### src/hw/rtl/modular_alu_96bit_top_assert.svh
// Assertion macros for the modular ALU top level.
// Needs clk and arst_n in scope where the macros are used.
`ifndef MODULAR_ALU_96BIT_TOP_ASSERT_SVH
`define MODULAR_ALU_96BIT_TOP_ASSERT_SVH

// same-cycle implication
`define MALU_ASSERT_SAME(label, ante, cons, msg) \
	label: assert property (@(posedge clk) disable iff (!arst_n) (ante) |-> (cons)) \
		else $error(msg);

// next-cycle implication
`define MALU_ASSERT_NEXT(label, ante, cons, msg) \
	label: assert property (@(posedge clk) disable iff (!arst_n) (ante) |=> (cons)) \
		else $error(msg);

`endif

### src/hw/rtl/malu_pkg.sv
// Shared types and constants of the modular ALU.
// No dependencies; compiled before every other file.
package malu_pkg;

	localparam int OPERAND_BITS_DEF = 96;
	// staging width for field/operand width conversion
	localparam int FIELD_BITS       = 128;
	localparam int CMD_BITS         = 2;
	localparam int LOW_BITS         = 64;
	localparam int HIGH_BITS        = 32;
	localparam int PRIME_HIGH_BITS  = 31;
	localparam int CFG_IDX_BITS     = 2;
	localparam int CFG_DATA_BITS    = 64;
	localparam int RES_BITS         = LOW_BITS + HIGH_BITS;

	// configuration register indexes
	localparam logic [CFG_IDX_BITS-1:0] CFG_PRIME_LOW  = CFG_IDX_BITS'(0);
	localparam logic [CFG_IDX_BITS-1:0] CFG_PRIME_HIGH = CFG_IDX_BITS'(1);

	typedef enum logic [CMD_BITS-1:0] {
		CMD_ADD = 2'd0,
		CMD_SUB = 2'd1,
		CMD_MUL = 2'd2,
		CMD_POW = 2'd3
	} cmd_t;

	// datapath operations, one per cycle
	typedef enum logic [4:0] {
		DP_NOP,
		DP_LOAD,
		DP_ADD_AB,
		DP_RED_CARRY,
		DP_SUB_AB,
		DP_FIX_BORROW,
		DP_MUL_DBL,
		DP_MUL_ADD,
		DP_MUL_RED,
		DP_MUL_INIT_SQ,
		DP_MUL_INIT_ACC,
		DP_SQ_FROM_C,
		DP_SQ_FROM_C_SHR,
		DP_ACC_FROM_SQ_SHR,
		DP_ACC_FROM_C,
		DP_E_SHR,
		DP_ONE,
		DP_C_FROM_ACC
	} dp_op_t;

	typedef struct packed {
		logic mul_bit;   // current multiplier bit
		logic cnt_zero;  // last bit-step of a multiply
		logic e_zero;    // exponent exhausted
		logic e_lsb;     // exponent bit 0
	} dp_stat_t;

	typedef enum logic [3:0] {
		ST_IDLE,
		ST_ADD_SUM,
		ST_ADD_RED,
		ST_SUB_DIF,
		ST_SUB_FIX,
		ST_MUL_DBL,
		ST_MUL_ADD,
		ST_MUL_RED,
		ST_PW_START,
		ST_PW_SQ1_END,
		ST_PW_LOOP,
		ST_PW_SQ2_END,
		ST_PW_ACC_INIT,
		ST_PW_ACC_END,
		ST_PW_SHIFT,
		ST_DONE
	} state_t;

	// where a multiply returns to
	typedef enum logic [1:0] {
		RET_DONE,
		RET_SQ1,
		RET_SQ2,
		RET_ACC
	} ret_t;

endpackage

### src/hw/rtl/malu_if.sv
// Valid/ready channel interfaces of the modular ALU: request, response, config.
// Depends on malu_pkg for field widths.
interface malu_req_if;
	import malu_pkg::*;
	logic                 valid;
	logic                 ready;
	logic [CMD_BITS-1:0]  cmd;
	logic [LOW_BITS-1:0]  a_low;
	logic [HIGH_BITS-1:0] a_high;
	logic [LOW_BITS-1:0]  b_low;
	logic [HIGH_BITS-1:0] b_high;

	modport source (output valid, cmd, a_low, a_high, b_low, b_high, input ready);
	modport sink (input valid, cmd, a_low, a_high, b_low, b_high, output ready);
endinterface

interface malu_rsp_if;
	import malu_pkg::*;
	logic                 valid;
	logic                 ready;
	logic [LOW_BITS-1:0]  r_low;
	logic [HIGH_BITS-1:0] r_high;

	modport source (output valid, r_low, r_high, input ready);
	modport sink (input valid, r_low, r_high, output ready);
endinterface

interface malu_cfg_if;
	import malu_pkg::*;
	logic                     valid;
	logic                     ready;
	logic [CFG_IDX_BITS-1:0]  index;
	logic [CFG_DATA_BITS-1:0] data;

	modport source (output valid, index, data, input ready);
	modport sink (input valid, index, data, output ready);
endinterface

### src/hw/rtl/malu_dp.sv
// Datapath of the modular ALU: operand registers and one shared add/subtract unit.
// Depends on malu_pkg; driven one operation per cycle by malu_ctrl.
module malu_dp #(
	parameter int OPERAND_BITS = malu_pkg::OPERAND_BITS_DEF
) (
	input  logic                    clk,
	input  malu_pkg::dp_op_t        op,
	input  logic [OPERAND_BITS-1:0] a_in,
	input  logic [OPERAND_BITS-1:0] b_in,
	input  logic [OPERAND_BITS-1:0] p,
	output malu_pkg::dp_stat_t      stat,
	output logic [OPERAND_BITS-1:0] res
);
	import malu_pkg::*;

	localparam int W  = OPERAND_BITS;
	localparam int CW = $clog2(W);
	localparam logic [CW-1:0] CNT_TOP = CW'(W - 1);

	logic [W-1:0]  c_q, mx_q, my_q, sq_q, acc_q, e_q;
	logic [CW-1:0] cnt_q;
	logic          flag_q;  // carry of add / borrow of subtract

	logic [W-1:0] dbl;
	logic [W-1:0] add_x, add_y;
	logic         add_sub;
	logic [W:0]   sum;
	logic [W-1:0] sum_w;
	logic         sum_top;  // carry out; on subtract, set when x >= y

	assign dbl = {c_q[W-2:0], 1'b0};

	// operand selection for the shared adder
	always_comb begin
		add_x   = c_q;
		add_y   = p;
		add_sub = 1'b1;
		unique case (op)
			DP_ADD_AB: begin
				add_x   = mx_q;
				add_y   = my_q;
				add_sub = 1'b0;
			end
			DP_SUB_AB: begin
				add_x = mx_q;
				add_y = my_q;
			end
			DP_FIX_BORROW: add_sub = 1'b0;
			DP_MUL_DBL:    add_x = dbl;
			DP_MUL_ADD: begin
				add_y   = my_q;
				add_sub = 1'b0;
			end
			default: ;
		endcase
	end

	assign sum     = {1'b0, add_x} + {1'b0, add_y ^ {W{add_sub}}} + (W + 1)'(add_sub);
	assign sum_w   = sum[W-1:0];
	assign sum_top = sum[W];

	// register updates
	always_ff @(posedge clk) begin
		unique case (op)
			DP_LOAD: begin
				mx_q  <= a_in;
				my_q  <= b_in;
				sq_q  <= a_in;
				e_q   <= b_in;
				c_q   <= '0;
				cnt_q <= CNT_TOP;
			end
			DP_ADD_AB: begin
				c_q    <= sum_w;
				flag_q <= sum_top;
			end
			DP_RED_CARRY: if (flag_q || sum_top) begin
				c_q <= sum_w;
			end
			DP_SUB_AB: begin
				c_q    <= sum_w;
				flag_q <= !sum_top;
			end
			DP_FIX_BORROW: if (flag_q) begin
				c_q <= sum_w;
			end
			DP_MUL_DBL: c_q <= sum_top ? sum_w : dbl;
			DP_MUL_ADD: c_q <= sum_w;
			DP_MUL_RED: begin
				if (sum_top) begin
					c_q <= sum_w;
				end
				mx_q  <= {mx_q[W-2:0], 1'b0};
				cnt_q <= cnt_q - CW'(1);
			end
			DP_MUL_INIT_SQ: begin
				mx_q  <= sq_q;
				my_q  <= sq_q;
				c_q   <= '0;
				cnt_q <= CNT_TOP;
			end
			DP_MUL_INIT_ACC: begin
				mx_q  <= acc_q;
				my_q  <= sq_q;
				c_q   <= '0;
				cnt_q <= CNT_TOP;
			end
			DP_SQ_FROM_C: sq_q <= c_q;
			DP_SQ_FROM_C_SHR: begin
				sq_q <= c_q;
				e_q  <= e_q >> 1;
			end
			DP_ACC_FROM_SQ_SHR: begin
				acc_q <= sq_q;
				e_q   <= e_q >> 1;
			end
			DP_ACC_FROM_C: acc_q <= c_q;
			DP_E_SHR:      e_q <= e_q >> 1;
			DP_ONE:        c_q <= W'(1);
			DP_C_FROM_ACC: c_q <= acc_q;
			default: ;
		endcase
	end

	// status back to the controller
	assign stat.mul_bit  = mx_q[W-1];
	assign stat.cnt_zero = (cnt_q == '0);
	assign stat.e_zero   = (e_q == '0);
	assign stat.e_lsb    = e_q[0];

	assign res = c_q;

endmodule

### src/hw/rtl/malu_ctrl.sv
// Controller of the modular ALU: sequences add, subtract, multiply and power.
// Depends on malu_pkg; issues one datapath operation per cycle to malu_dp.
module malu_ctrl (
	input  logic               clk,
	input  logic               arst_n,
	input  logic               in_valid,
	input  malu_pkg::cmd_t     cmd,
	output logic               in_ready,
	input  malu_pkg::dp_stat_t stat,
	output malu_pkg::dp_op_t   op,
	input  logic               out_free,
	output logic               res_load
);
	import malu_pkg::*;

	state_t state_q, state_d;
	ret_t   ret_q, ret_d;

	// state register
	always_ff @(posedge clk or negedge arst_n) begin
		if (!arst_n) begin
			state_q <= ST_IDLE;
			ret_q   <= RET_DONE;
		end else begin
			state_q <= state_d;
			ret_q   <= ret_d;
		end
	end

	// next state and datapath command
	always_comb begin
		state_d  = state_q;
		ret_d    = ret_q;
		op       = DP_NOP;
		in_ready = 1'b0;
		res_load = 1'b0;
		unique case (state_q)
			ST_IDLE: begin
				in_ready = 1'b1;
				if (in_valid) begin
					op    = DP_LOAD;
					ret_d = RET_DONE;
					unique case (cmd)
						CMD_ADD: state_d = ST_ADD_SUM;
						CMD_SUB: state_d = ST_SUB_DIF;
						CMD_MUL: state_d = ST_MUL_DBL;
						CMD_POW: state_d = ST_PW_START;
					endcase
				end
			end
			ST_ADD_SUM: begin
				op      = DP_ADD_AB;
				state_d = ST_ADD_RED;
			end
			ST_ADD_RED: begin
				op      = DP_RED_CARRY;
				state_d = ST_DONE;
			end
			ST_SUB_DIF: begin
				op      = DP_SUB_AB;
				state_d = ST_SUB_FIX;
			end
			ST_SUB_FIX: begin
				op      = DP_FIX_BORROW;
				state_d = ST_DONE;
			end
			// interleaved multiply: double+reduce, optional add, reduce
			ST_MUL_DBL: begin
				op      = DP_MUL_DBL;
				state_d = stat.mul_bit ? ST_MUL_ADD : ST_MUL_RED;
			end
			ST_MUL_ADD: begin
				op      = DP_MUL_ADD;
				state_d = ST_MUL_RED;
			end
			ST_MUL_RED: begin
				op = DP_MUL_RED;
				if (!stat.cnt_zero) begin
					state_d = ST_MUL_DBL;
				end else begin
					unique case (ret_q)
						RET_DONE: state_d = ST_DONE;
						RET_SQ1:  state_d = ST_PW_SQ1_END;
						RET_SQ2:  state_d = ST_PW_SQ2_END;
						RET_ACC:  state_d = ST_PW_ACC_END;
					endcase
				end
			end
			// power: return 1 for a zero exponent, else strip trailing zero exponent bits by squaring
			ST_PW_START: begin
				if (stat.e_zero) begin
					op      = DP_ONE;
					state_d = ST_DONE;
				end else if (!stat.e_lsb) begin
					op      = DP_MUL_INIT_SQ;
					ret_d   = RET_SQ1;
					state_d = ST_MUL_DBL;
				end else begin
					op      = DP_ACC_FROM_SQ_SHR;
					state_d = ST_PW_LOOP;
				end
			end
			ST_PW_SQ1_END: begin
				op      = DP_SQ_FROM_C_SHR;
				state_d = ST_PW_START;
			end
			// main square-and-multiply loop
			ST_PW_LOOP: begin
				if (stat.e_zero) begin
					op      = DP_C_FROM_ACC;
					state_d = ST_DONE;
				end else begin
					op      = DP_MUL_INIT_SQ;
					ret_d   = RET_SQ2;
					state_d = ST_MUL_DBL;
				end
			end
			ST_PW_SQ2_END: begin
				op      = DP_SQ_FROM_C;
				state_d = stat.e_lsb ? ST_PW_ACC_INIT : ST_PW_SHIFT;
			end
			ST_PW_ACC_INIT: begin
				op      = DP_MUL_INIT_ACC;
				ret_d   = RET_ACC;
				state_d = ST_MUL_DBL;
			end
			ST_PW_ACC_END: begin
				op      = DP_ACC_FROM_C;
				state_d = ST_PW_SHIFT;
			end
			ST_PW_SHIFT: begin
				op      = DP_E_SHR;
				state_d = ST_PW_LOOP;
			end
			// hand the result to the output register once it is free
			ST_DONE: begin
				if (out_free) begin
					res_load = 1'b1;
					state_d  = ST_IDLE;
				end
			end
			default: state_d = ST_IDLE;
		endcase
	end

endmodule

### src/hw/rtl/modular_alu_96bit_top.sv
// Top level of the modular ALU: channels, modulus registers, output register.
// Depends on malu_pkg, the channel interfaces, malu_ctrl, malu_dp and the assertion header.
//
// Modular add, subtract, multiply and power over a configured odd modulus
// P = {prime_high, prime_low} below 2^95, in OPERAND_BITS-wide arithmetic.
// One item is worked on at a time; the result sits in an output register, so
// the next request beat is taken while an earlier result waits. All work runs
// through one shared add/subtract unit, one operation per cycle: add and
// subtract each take a sum or difference step and then a correction step by P;
// a multiply steps through all W = OPERAND_BITS multiplier bits, each with a
// doubling, an add when the bit is set, and a reduction; a power does one
// squaring per exponent bit below its top set bit plus one multiply per further
// set bit, at most 2W-2 multiplies. Exponent zero returns 1.
// Config writes are taken at any time and must only be made while idle.
`include "modular_alu_96bit_top_assert.svh"

module modular_alu_96bit_top #(
	parameter int OPERAND_BITS = malu_pkg::OPERAND_BITS_DEF
) (
	input  logic       clk,
	input  logic       arst_n,
	malu_req_if.sink   req,
	malu_rsp_if.source rsp,
	malu_cfg_if.sink   cfg
);
	import malu_pkg::*;

	localparam int W = OPERAND_BITS;

	logic [LOW_BITS-1:0]        prime_low_q;
	logic [PRIME_HIGH_BITS-1:0] prime_high_q;

	logic [FIELD_BITS-1:0] a_wide, b_wide, p_wide, res_wide;
	logic [W-1:0]          a_w, b_w, p_w, res_w;

	dp_op_t   op;
	dp_stat_t stat;
	logic     out_free;
	logic     res_load;
	logic     in_ready;

	logic                out_valid_q;
	logic [RES_BITS-1:0] r_q;

	// modulus registers
	assign cfg.ready = 1'b1;

	always_ff @(posedge clk or negedge arst_n) begin
		if (!arst_n) begin
			prime_low_q  <= LOW_BITS'(1);
			prime_high_q <= '0;
		end else if (cfg.valid) begin
			if (cfg.index == CFG_PRIME_LOW) begin
				prime_low_q <= cfg.data;
			end else if (cfg.index == CFG_PRIME_HIGH) begin
				prime_high_q <= cfg.data[PRIME_HIGH_BITS-1:0];
			end
		end
	end

	// width conversion between fields and operand width
	assign a_wide = FIELD_BITS'({req.a_high, req.a_low});
	assign b_wide = FIELD_BITS'({req.b_high, req.b_low});
	assign p_wide = FIELD_BITS'({prime_high_q, prime_low_q});
	assign a_w    = a_wide[W-1:0];
	assign b_w    = b_wide[W-1:0];
	assign p_w    = p_wide[W-1:0];

	always_comb begin
		res_wide        = '0;
		res_wide[W-1:0] = res_w;
	end

	assign req.ready = in_ready;

	malu_ctrl u_ctrl (
		.clk      (clk),
		.arst_n   (arst_n),
		.in_valid (req.valid),
		.cmd      (cmd_t'(req.cmd)),
		.in_ready (in_ready),
		.stat     (stat),
		.op       (op),
		.out_free (out_free),
		.res_load (res_load)
	);

	malu_dp #(
		.OPERAND_BITS (OPERAND_BITS)
	) u_dp (
		.clk  (clk),
		.op   (op),
		.a_in (a_w),
		.b_in (b_w),
		.p    (p_w),
		.stat (stat),
		.res  (res_w)
	);

	// output register
	assign out_free = !out_valid_q || rsp.ready;

	always_ff @(posedge clk or negedge arst_n) begin
		if (!arst_n) begin
			out_valid_q <= 1'b0;
		end else if (res_load) begin
			out_valid_q <= 1'b1;
		end else if (rsp.ready) begin
			out_valid_q <= 1'b0;
		end
	end

	always_ff @(posedge clk) begin
		if (res_load) begin
			r_q <= res_wide[RES_BITS-1:0];
		end
	end

	assign rsp.valid  = out_valid_q;
	assign rsp.r_low  = r_q[LOW_BITS-1:0];
	assign rsp.r_high = r_q[RES_BITS-1:LOW_BITS];

	// checks
	`MALU_ASSERT_NEXT(a_busy_after_accept, req.valid && req.ready, !req.ready, "request taken while busy")
	`MALU_ASSERT_NEXT(a_result_shown, res_load, rsp.valid, "loaded result not presented")
	`MALU_ASSERT_SAME(a_no_overwrite, rsp.valid && !rsp.ready, !res_load, "pending result overwritten")

endmodule
### src/flat_wrapper.sv
// flat-port wrapper written by rule: the top's interface ports become plain ports
module modular_alu_96bit_top_flat import malu_pkg::*;
#(
	parameter int OPERAND_BITS = malu_pkg::OPERAND_BITS_DEF
)
  (clk, arst_n, req_valid, req_cmd, req_a_low, req_a_high, req_b_low, req_b_high, req_ready, rsp_valid, rsp_r_low, rsp_r_high, rsp_ready, cfg_valid, cfg_index, cfg_data, cfg_ready);
  malu_req_if req_i ();
  malu_rsp_if rsp_i ();
  malu_cfg_if cfg_i ();
  input  logic clk;
  input  logic arst_n;
  input wire logic [$bits(req_i.valid)-1:0] req_valid;
  input wire logic [$bits(req_i.cmd)-1:0] req_cmd;
  input wire logic [$bits(req_i.a_low)-1:0] req_a_low;
  input wire logic [$bits(req_i.a_high)-1:0] req_a_high;
  input wire logic [$bits(req_i.b_low)-1:0] req_b_low;
  input wire logic [$bits(req_i.b_high)-1:0] req_b_high;
  output wire logic [$bits(req_i.ready)-1:0] req_ready;
  output wire logic [$bits(rsp_i.valid)-1:0] rsp_valid;
  output wire logic [$bits(rsp_i.r_low)-1:0] rsp_r_low;
  output wire logic [$bits(rsp_i.r_high)-1:0] rsp_r_high;
  input wire logic [$bits(rsp_i.ready)-1:0] rsp_ready;
  input wire logic [$bits(cfg_i.valid)-1:0] cfg_valid;
  input wire logic [$bits(cfg_i.index)-1:0] cfg_index;
  input wire logic [$bits(cfg_i.data)-1:0] cfg_data;
  output wire logic [$bits(cfg_i.ready)-1:0] cfg_ready;
  assign req_i.valid = req_valid;
  assign req_i.cmd = req_cmd;
  assign req_i.a_low = req_a_low;
  assign req_i.a_high = req_a_high;
  assign req_i.b_low = req_b_low;
  assign req_i.b_high = req_b_high;
  assign req_ready = req_i.ready;
  assign rsp_valid = rsp_i.valid;
  assign rsp_r_low = rsp_i.r_low;
  assign rsp_r_high = rsp_i.r_high;
  assign rsp_i.ready = rsp_ready;
  assign cfg_i.valid = cfg_valid;
  assign cfg_i.index = cfg_index;
  assign cfg_i.data = cfg_data;
  assign cfg_ready = cfg_i.ready;
  modular_alu_96bit_top #(.OPERAND_BITS(OPERAND_BITS)) u_core (.clk(clk), .arst_n(arst_n), .req(req_i), .rsp(rsp_i), .cfg(cfg_i));
endmodule
### config.mk
export PLATFORM = sky130hd
export DESIGN_NAME = modular_alu_96bit_top_flat
export DESIGN_NICKNAME = d
export VERILOG_FILES = /design/src/hw/rtl/malu_pkg.sv /design/src/hw/rtl/malu_if.sv /design/src/hw/rtl/malu_dp.sv /design/src/hw/rtl/malu_ctrl.sv /design/src/hw/rtl/modular_alu_96bit_top.sv /design/src/flat_wrapper.sv
export VERILOG_INCLUDE_DIRS = /design/src /design/src/hw/rtl
export SDC_FILE = /design/constraint.sdc
export NUM_CORES = 2
export LEC_CHECK = 0
export BUFFER_PORTS_ARGS = -buffer_cell sky130_fd_sc_hd__buf_2
export CAP_MARGIN = 20
export CORE_MARGIN = 4
export CORE_UTILIZATION = 55
export CTS_CLUSTER_DIAMETER = 60
export DETAILED_ROUTE_END_ITERATION = 8
export PLACE_DENSITY_LB_ADDON = 0.3
export SLEW_MARGIN = 40
export SYNTH_ARGS = -nofsm -noshare
export SYNTH_HDL_FRONTEND = slang
export SYNTH_SLANG_ARGS = --single-unit
### constraint.sdc
create_clock -name clk -period 21 [get_ports clk]
set_clock_uncertainty 0.1 [all_clocks]
set_input_delay 2.1 -clock clk [delete_from_list [all_inputs] [get_ports clk]]
set_output_delay 2.1 -clock clk [all_outputs]
set_load 0.1 [all_outputs]
### After elaboration in Yosys (flattened, before gate mapping)

Index checks and enable logic that the tools add are counted.
W data, S select, Z words.

* word-level logic and storage cells: 140
* register bits: 782
* bits of input ports: 265
* output and inout bits: 99

* bitwise gates (word level): 2
* add/subtract/negate cells: 3
* multiplexer cells: 41
* reduce and logical (&&, ||, !) cells: 33
* eq/ne operators: 47

Operators by type and width (number)
* $pmux W96 S2: 5
* $pmux W96 S8: 1
* $mux W96: 5
* $pmux W96 S4: 1
* $add A96 B96 Y97: 1
* $add A97 B1 Y97: 1
* $logic_not A96 Y1: 1
* $xor A96 B96 Y96: 1
* $pmux W5 S15: 1
* $pmux W4 S15: 1
* $eq A5 B4 Y1 const B: 8
* $eq A4 B4 Y1 const B: 8
* $pmux W4 S4: 2
* $mux W4: 6
* $eq A5 B3 Y1 const B: 4
* $eq A4 B3 Y1 const B: 4
* $ne A2 B2 Y1 const B: 7
* $pmux W7 S2: 1
* $reduce_bool A2 Y1: 7
* $reduce_or A3 Y1: 4
* $eq A5 B2 Y1 const B: 2
* $eq A5 B5 Y1 const B: 2
* $mux W2: 5
* $mux W5: 2
* 24 further kinds: 46

### Depth between registers and ports, before layout

* depth in word-level cells: 12
* mapped depth: 24
* depth with buffers taken out: 17

### Cells and area by module

From an unflattened synthesis, not the netlist that was laid out.

* cells, all modules: 3654
* area total of the unflattened synthesis: 43656.9 sq um

Modules (own cells, without submodules)
* malu_dp: area each 36387.4 sq um, cells an instance 3258, instances 1
* modular_alu_96bit_top: area each 6568.8 sq um, cells an instance 304, instances 1
* malu_ctrl: area each 700.7 sq um, cells an instance 92, instances 1

### Least setup slack after synthesis

Ideal clock, no wire load.

* path type: reg2reg
* start point: reg u_core.u_ctrl.state_q[0]
* end point: reg u_core.u_dp.c_q[0] (netlist: u_core.u_dp.res[0]) (enable)
* stages on the path, launching flop included: 7
* required time: 20.429 ns
* data arrival time: 9.066 ns
* period minus slack after synthesis: 9.637 ns
* setup slack: 11.363 ns
* buffers on the path: 2
* cells stage by stage: dfrtp_1 buf_4 clkbuf_1 nor4_1 nand2_1 nand2_1 o32a_1

* longest elaborated chain between the ends: 11
* elaborated cells on any way between the ends: 44

Ends and longest elaborated chain
* start: declaration: RTL line malu_ctrl.sv:16 `state_t state_q, state_d;`
* start signal: assignment: RTL line malu_ctrl.sv:25 `state_q <= state_d;`
* $eq A4 B4 Y1 (tied with other cells): RTL line malu_ctrl.sv:37 `unique case (state_q)`
* $pmux W5 S15 *: RTL line malu_ctrl.sv:37
* $eq A5 B3 Y1 or $eq A5 B2 Y1 (tied branches): RTL line malu_dp.sv:38, malu_dp.sv:64
* $reduce_or A3 Y1 (no line)
* $mux W96 or $mux W1 (tied branches): RTL line malu_dp.sv:38 `unique case (op)`
* $xor A96 B96 Y96: RTL line malu_dp.sv:58 `assign sum = {1'b0, add_x} + {1'b0, add_y ^ {W{add_sub}}} + (W + 1)'(add_sub);`
* $add A96 B96 Y97: RTL line malu_dp.sv:58
* $add A97 B1 Y97: RTL line malu_dp.sv:58
* $logic_or A1 B1 Y1: RTL line malu_dp.sv:77 `DP_RED_CARRY: if (flag_q || sum_top) begin`
* $ne A2 B2 Y1 (no line)
* $reduce_and A4 Y1 (no line) *
* end signal: assignment: RTL line malu_dp.sv:78 `c_q <= sum_w;`
* end signal: assignment: RTL line malu_dp.sv:81 `c_q <= sum_w;`
* end signal: assignment: RTL line malu_dp.sv:85 `c_q <= sum_w;`
* end: declaration: RTL line malu_dp.sv:20 `logic [W-1:0] c_q, mx_q, my_q, sq_q, acc_q, e_q;`

Mark *: on every way between the ends. The rest lies on a longest branch, timed or not.
A chain may end at the register's enable or synchronous reset.

### Worst setup path after layout

* start point: reg u_core.u_ctrl.state_q[1]
* end point: reg u_core.u_dp.c_q[35] (netlist: u_core.u_dp.res[35]) (enable)

The elaborated chain is that of the path after synthesis.

==> results.md <==
* Status: complete, but fails checks
* Failing checks: design-rule violations
* Crit-path max cell delay at 0.84 ns
* TritonCTS Buffers at 91
* Via/cell ratio at 6.68
* Initial DRC count at 5,042
* Synth Cell Area at 43,000 µm²
* Die ar. at 82,700 µm²
* Port Buffer Count at 362
* FF+latch count, synth at 782
* Mean Syn Cell Area at 12.1 µm²
* Period minus WS final at 8.57 ns
* WL/cell at 28.8 µm
* Max_slew headroom at 34.1%
* Fraction of layout cells with a size suffix above 1 at 28.4%
* M3 GR Usage at 7.90%
* Initial antenna violation count at 18
* Crit path max fanout at 70
* Multi-input gate area at 19,100 µm²
* CTS sink count at 782
* Worst path cell trace: inv_1 -> or2_2 -> a21oi_4 -> buf_4 -> mux2i_1 -> xnor2_1 -> ha_1 -> nand4_1 -> nor4_1 -> o211ai_1 -> o211ai_1 -> o31ai_2 -> a21oi_4 -> a31oi_4 -> nand2_2 -> o32a_2 -> buf_6
* Overflow after GRT at 0
* Number of flops mapped to enable cells by yosys at 680
* Initial core utilization at 55.5%
* WS Path Type: register to register
* Setup Total Neg Slack at 0 ns
* Area share of the largest cell type after synthesis at 47.5%
* CTS H-tree lvls at 3
* First-pass DRT Iterations at 9
* Vias in the first global route at 31,929
* Area Overhead vs Synth at 13.4%
* Chip height at 288 µm
* Top cell type by total area after synthesis: edfxtp_1
* CTS tree: yes
* Max-cap viol count at 0
* Tot GR Track Use at 33.6%
* F_max at 117 MHz
* Hold Buf Count CTS at 0
* Hold WC Path Type: register to register
* CP max stage cell: dfrtp_1
* Post-Synthesis Cells at 3,546
* Post-Syn Nets at 3,910
* Period utilization at 40.8%
* Root buffer selected by CTS: clkbuf_16
* # IOs at 364
* Finish-stage setup viols at 0
* Distinct cells, synth at 94
* Met2 Use GR at 51.3%
* RSZ-0062 raised after global routing: false
* Clock Path Buffers at 3
* Largest net degree at the start of global routing at 73
* Met1 global-route usage at 46.5%
* Gr busiest metal: met2
* Num rows at 102
* DRC Markers at 1
* Post-synth top flop: edfxtp_1
* Total wire length at 142 mm
* CTS resizes at 0
* First-pass GRT wire length at 208 mm
* Vias at 32,899
* Post-synthesis sequential area ratio at 53.5%
* Worst slew pin tran at 0.979 ns
* Die width at 288 µm
* Pins Over Slew Limit at 0
* Setup bufs post-CTS at 0
* Crit path required time at 21.16 ns
* Post-route ant nets at 0
* Nets@finish at 4,168
* Worst skew pair latency at 0.65 ns
* Clock slew seen by the registers of the worst setup and hold paths at 0.06 ns
* Synth async-reset ratio at 13.0%
* Core ar. at 77,500 µm²
* Fillers at 6,055
* Critical Path End Type: register
* FF+latch area at 23,000 µm²
* Fin. Hold Viols at 0
* Synth Warn # at 0
* RD Place Congestion at 0.966
* Worst EP arrival at 8.73 ns
* HPWL after detailed placement at 101 mm
* Dominant cells by area after synthesis: edfxtp_1 48%, mux2_2 12%, dfrtp_1 5.9%, xnor2_1 3.2%, a22oi_1 3.2%
* CP startpoint kind: register
## final timing paths
check,from,endpoint,slack (ns),cells after the start
max in group asynchronous,arst_n,u_core.prime_low_q[11]$_DFFE_PN0P_,18.29,2
worst min-delay path,u_core.u_ctrl.ret_q[0]$_DFFE_PN0P_,u_core.u_ctrl.ret_q[0]$_DFFE_PN0P_,0.39,2
min in group asynchronous,arst_n,u_core.prime_low_q[39]$_DFFE_PN0P_,1.37,1
worst min register to register,u_core.u_ctrl.ret_q[0]$_DFFE_PN0P_,u_core.u_ctrl.ret_q[0]$_DFFE_PN0P_,0.39,2
worst max-delay path,u_core.u_ctrl.state_q[1]$_DFFE_PN0P_,u_core.u_dp.res[35]$_DFFE_PP_,12.44,17
worst max register to register,u_core.u_ctrl.state_q[1]$_DFFE_PN0P_,u_core.u_dp.res[35]$_DFFE_PP_,12.44,17
## state kept, by name, summed over array words and instances, names as in the netlist
register,count
u_core.prime_low_q,64
u_core.u_dp.e_q,96
u_core.u_ctrl.state_q,4
u_core.u_dp.sq_q,96
u_core.u_dp.acc_q,96
u_core.r_q,96
u_core.rsp.valid,1
u_core.u_ctrl.ret_q,2
u_core.u_dp.cnt_q,7
u_core.u_dp.my_q,96
u_core.u_dp.mx_q,96
u_core.prime_high_q,31
u_core.u_dp.res,96
u_core.u_dp.flag_q,1
## layer usage
layer  vias up  wire, µm
met5         -        87
met3       315     16200
met2      2046     63100
met4        12      6160
li1      14238         -
met1     16288     56400
## critical path, delay by kind of cell, from the launching register on
kind	cells	cell delay, ns
AND/OR/NAND/NOR	4	1.72
adder cells (fa/ha/maj)	1	0.46
XOR/XNOR	1	0.09
multiplexers	1	0.29
buffers and inverters	3	1.67
AO/OA/AOI/OAI	7	2.65
flip-flops	1	0.84
## cell type report
class / instances / area share, %
Multi-Input combinational cell: 2477 / 39.2
Sequential cell: 782 / 47.2
Clock inverter: 56 / 1.08
Tap cell: 1040 / 2.67
Antenna cell: 8 / 0.0411
Clock buffer: 113 / 4.97
Inverter: 42 / 0.336
Timing Repair Buffer: 410 / 4.59
## cell usage in the layout, fill, tap and decap left out, types with 15 or more instances in the layout
cell	instances
nor4_1	20
and3_1	16
clkbuf_16	93
buf_4	38
nor2_1	163
mux2_2	477
clkbuf_1	17
o21ai_1	51
inv_1	40
mux2i_1	106
xor2_1	33
buf_2	361
nand2_1	316
nand4_1	41
o21ai_0	118
o21bai_1	27
nor3_1	22
edfxtp_1	680
a21o_1	75
ha_1	98
clkinv_2	17
nand3_1	22
a21oi_1	205
xnor2_1	159
a22oi_1	184
and2_1	15
a222oi_1	96
dfrtp_1	101
a31oi_1	20
## logic make-up (layout without fill, tap and decap cells)
kind of cell	Yosys count	after routing	synth area share, %
buffers and inverters	287	621	2.75
DFF	782	782	53.5
AOI/OAI and AO/OA	901	901	14.6
adders and majority gates	99	99	2.90
muxes	583	583	15.0
other	1	9	0.00873
xor gates and xnor gates	192	192	3.91
and+or+nand+nor	701	701	7.41
## Yosys cell counts, types with 5 or more instances
cell      count
o221ai_1      5
edfxtp_1    680
nor3b_1       5
nor2_1      166
or3_1        10
buf_1        30
ha_1         98
o21a_1       11
mux2_2      477
dfrtp_1     101
a21oi_1     206
inv_1        41
clkbuf_1    178
a31oi_2       5
buf_6         6
o21ai_1      51
o21bai_1     27
a22oi_1     184
nor4_1       30
buf_2        23
nand2_1     320
o211ai_1      8
mux2i_1     106
a221oi_1     10
nor2b_1       9
a21boi_0      5
nand3_1      22
xnor2_1     159
o31ai_1       5
nand2b_1     12
nor3_1       26
or2_2         6
a21o_1       75
o21ai_0     118
buf_4         8
a222oi_1     96
xor2_1       33
a31oi_1      20
a211oi_1     11
and2_1       15
and3_1       17
nand4_1      41
## per-stage QoR
| stage | hold slack [ns] | cells | area [µm²] | setup slack [ns] | utilization (%) |
|---|---|---|---|---|---|
| after detailed placement | 0.379 | 4750 | 45700 | 12.48 | 59.0 |
| after CTS | 0.391 | 4919 | 48600 | 12.48 | 62.8 |
| after floorplan | 0.350 | 3546 | 43000 | 11.36 | - |
| after global placement | 0.372 | 4749 | 45600 | 12.50 | 58.8 |
| final | 0.388 | 4928 | 48700 | 12.44 | 62.9 |
| after global routing | 0.422 | 4921 | 48700 | 12.22 | 62.9 |
Power is left out: the tool's default activity adds up to more than one toggle a clock period on the data nets, which glitch-free logic cannot reach.
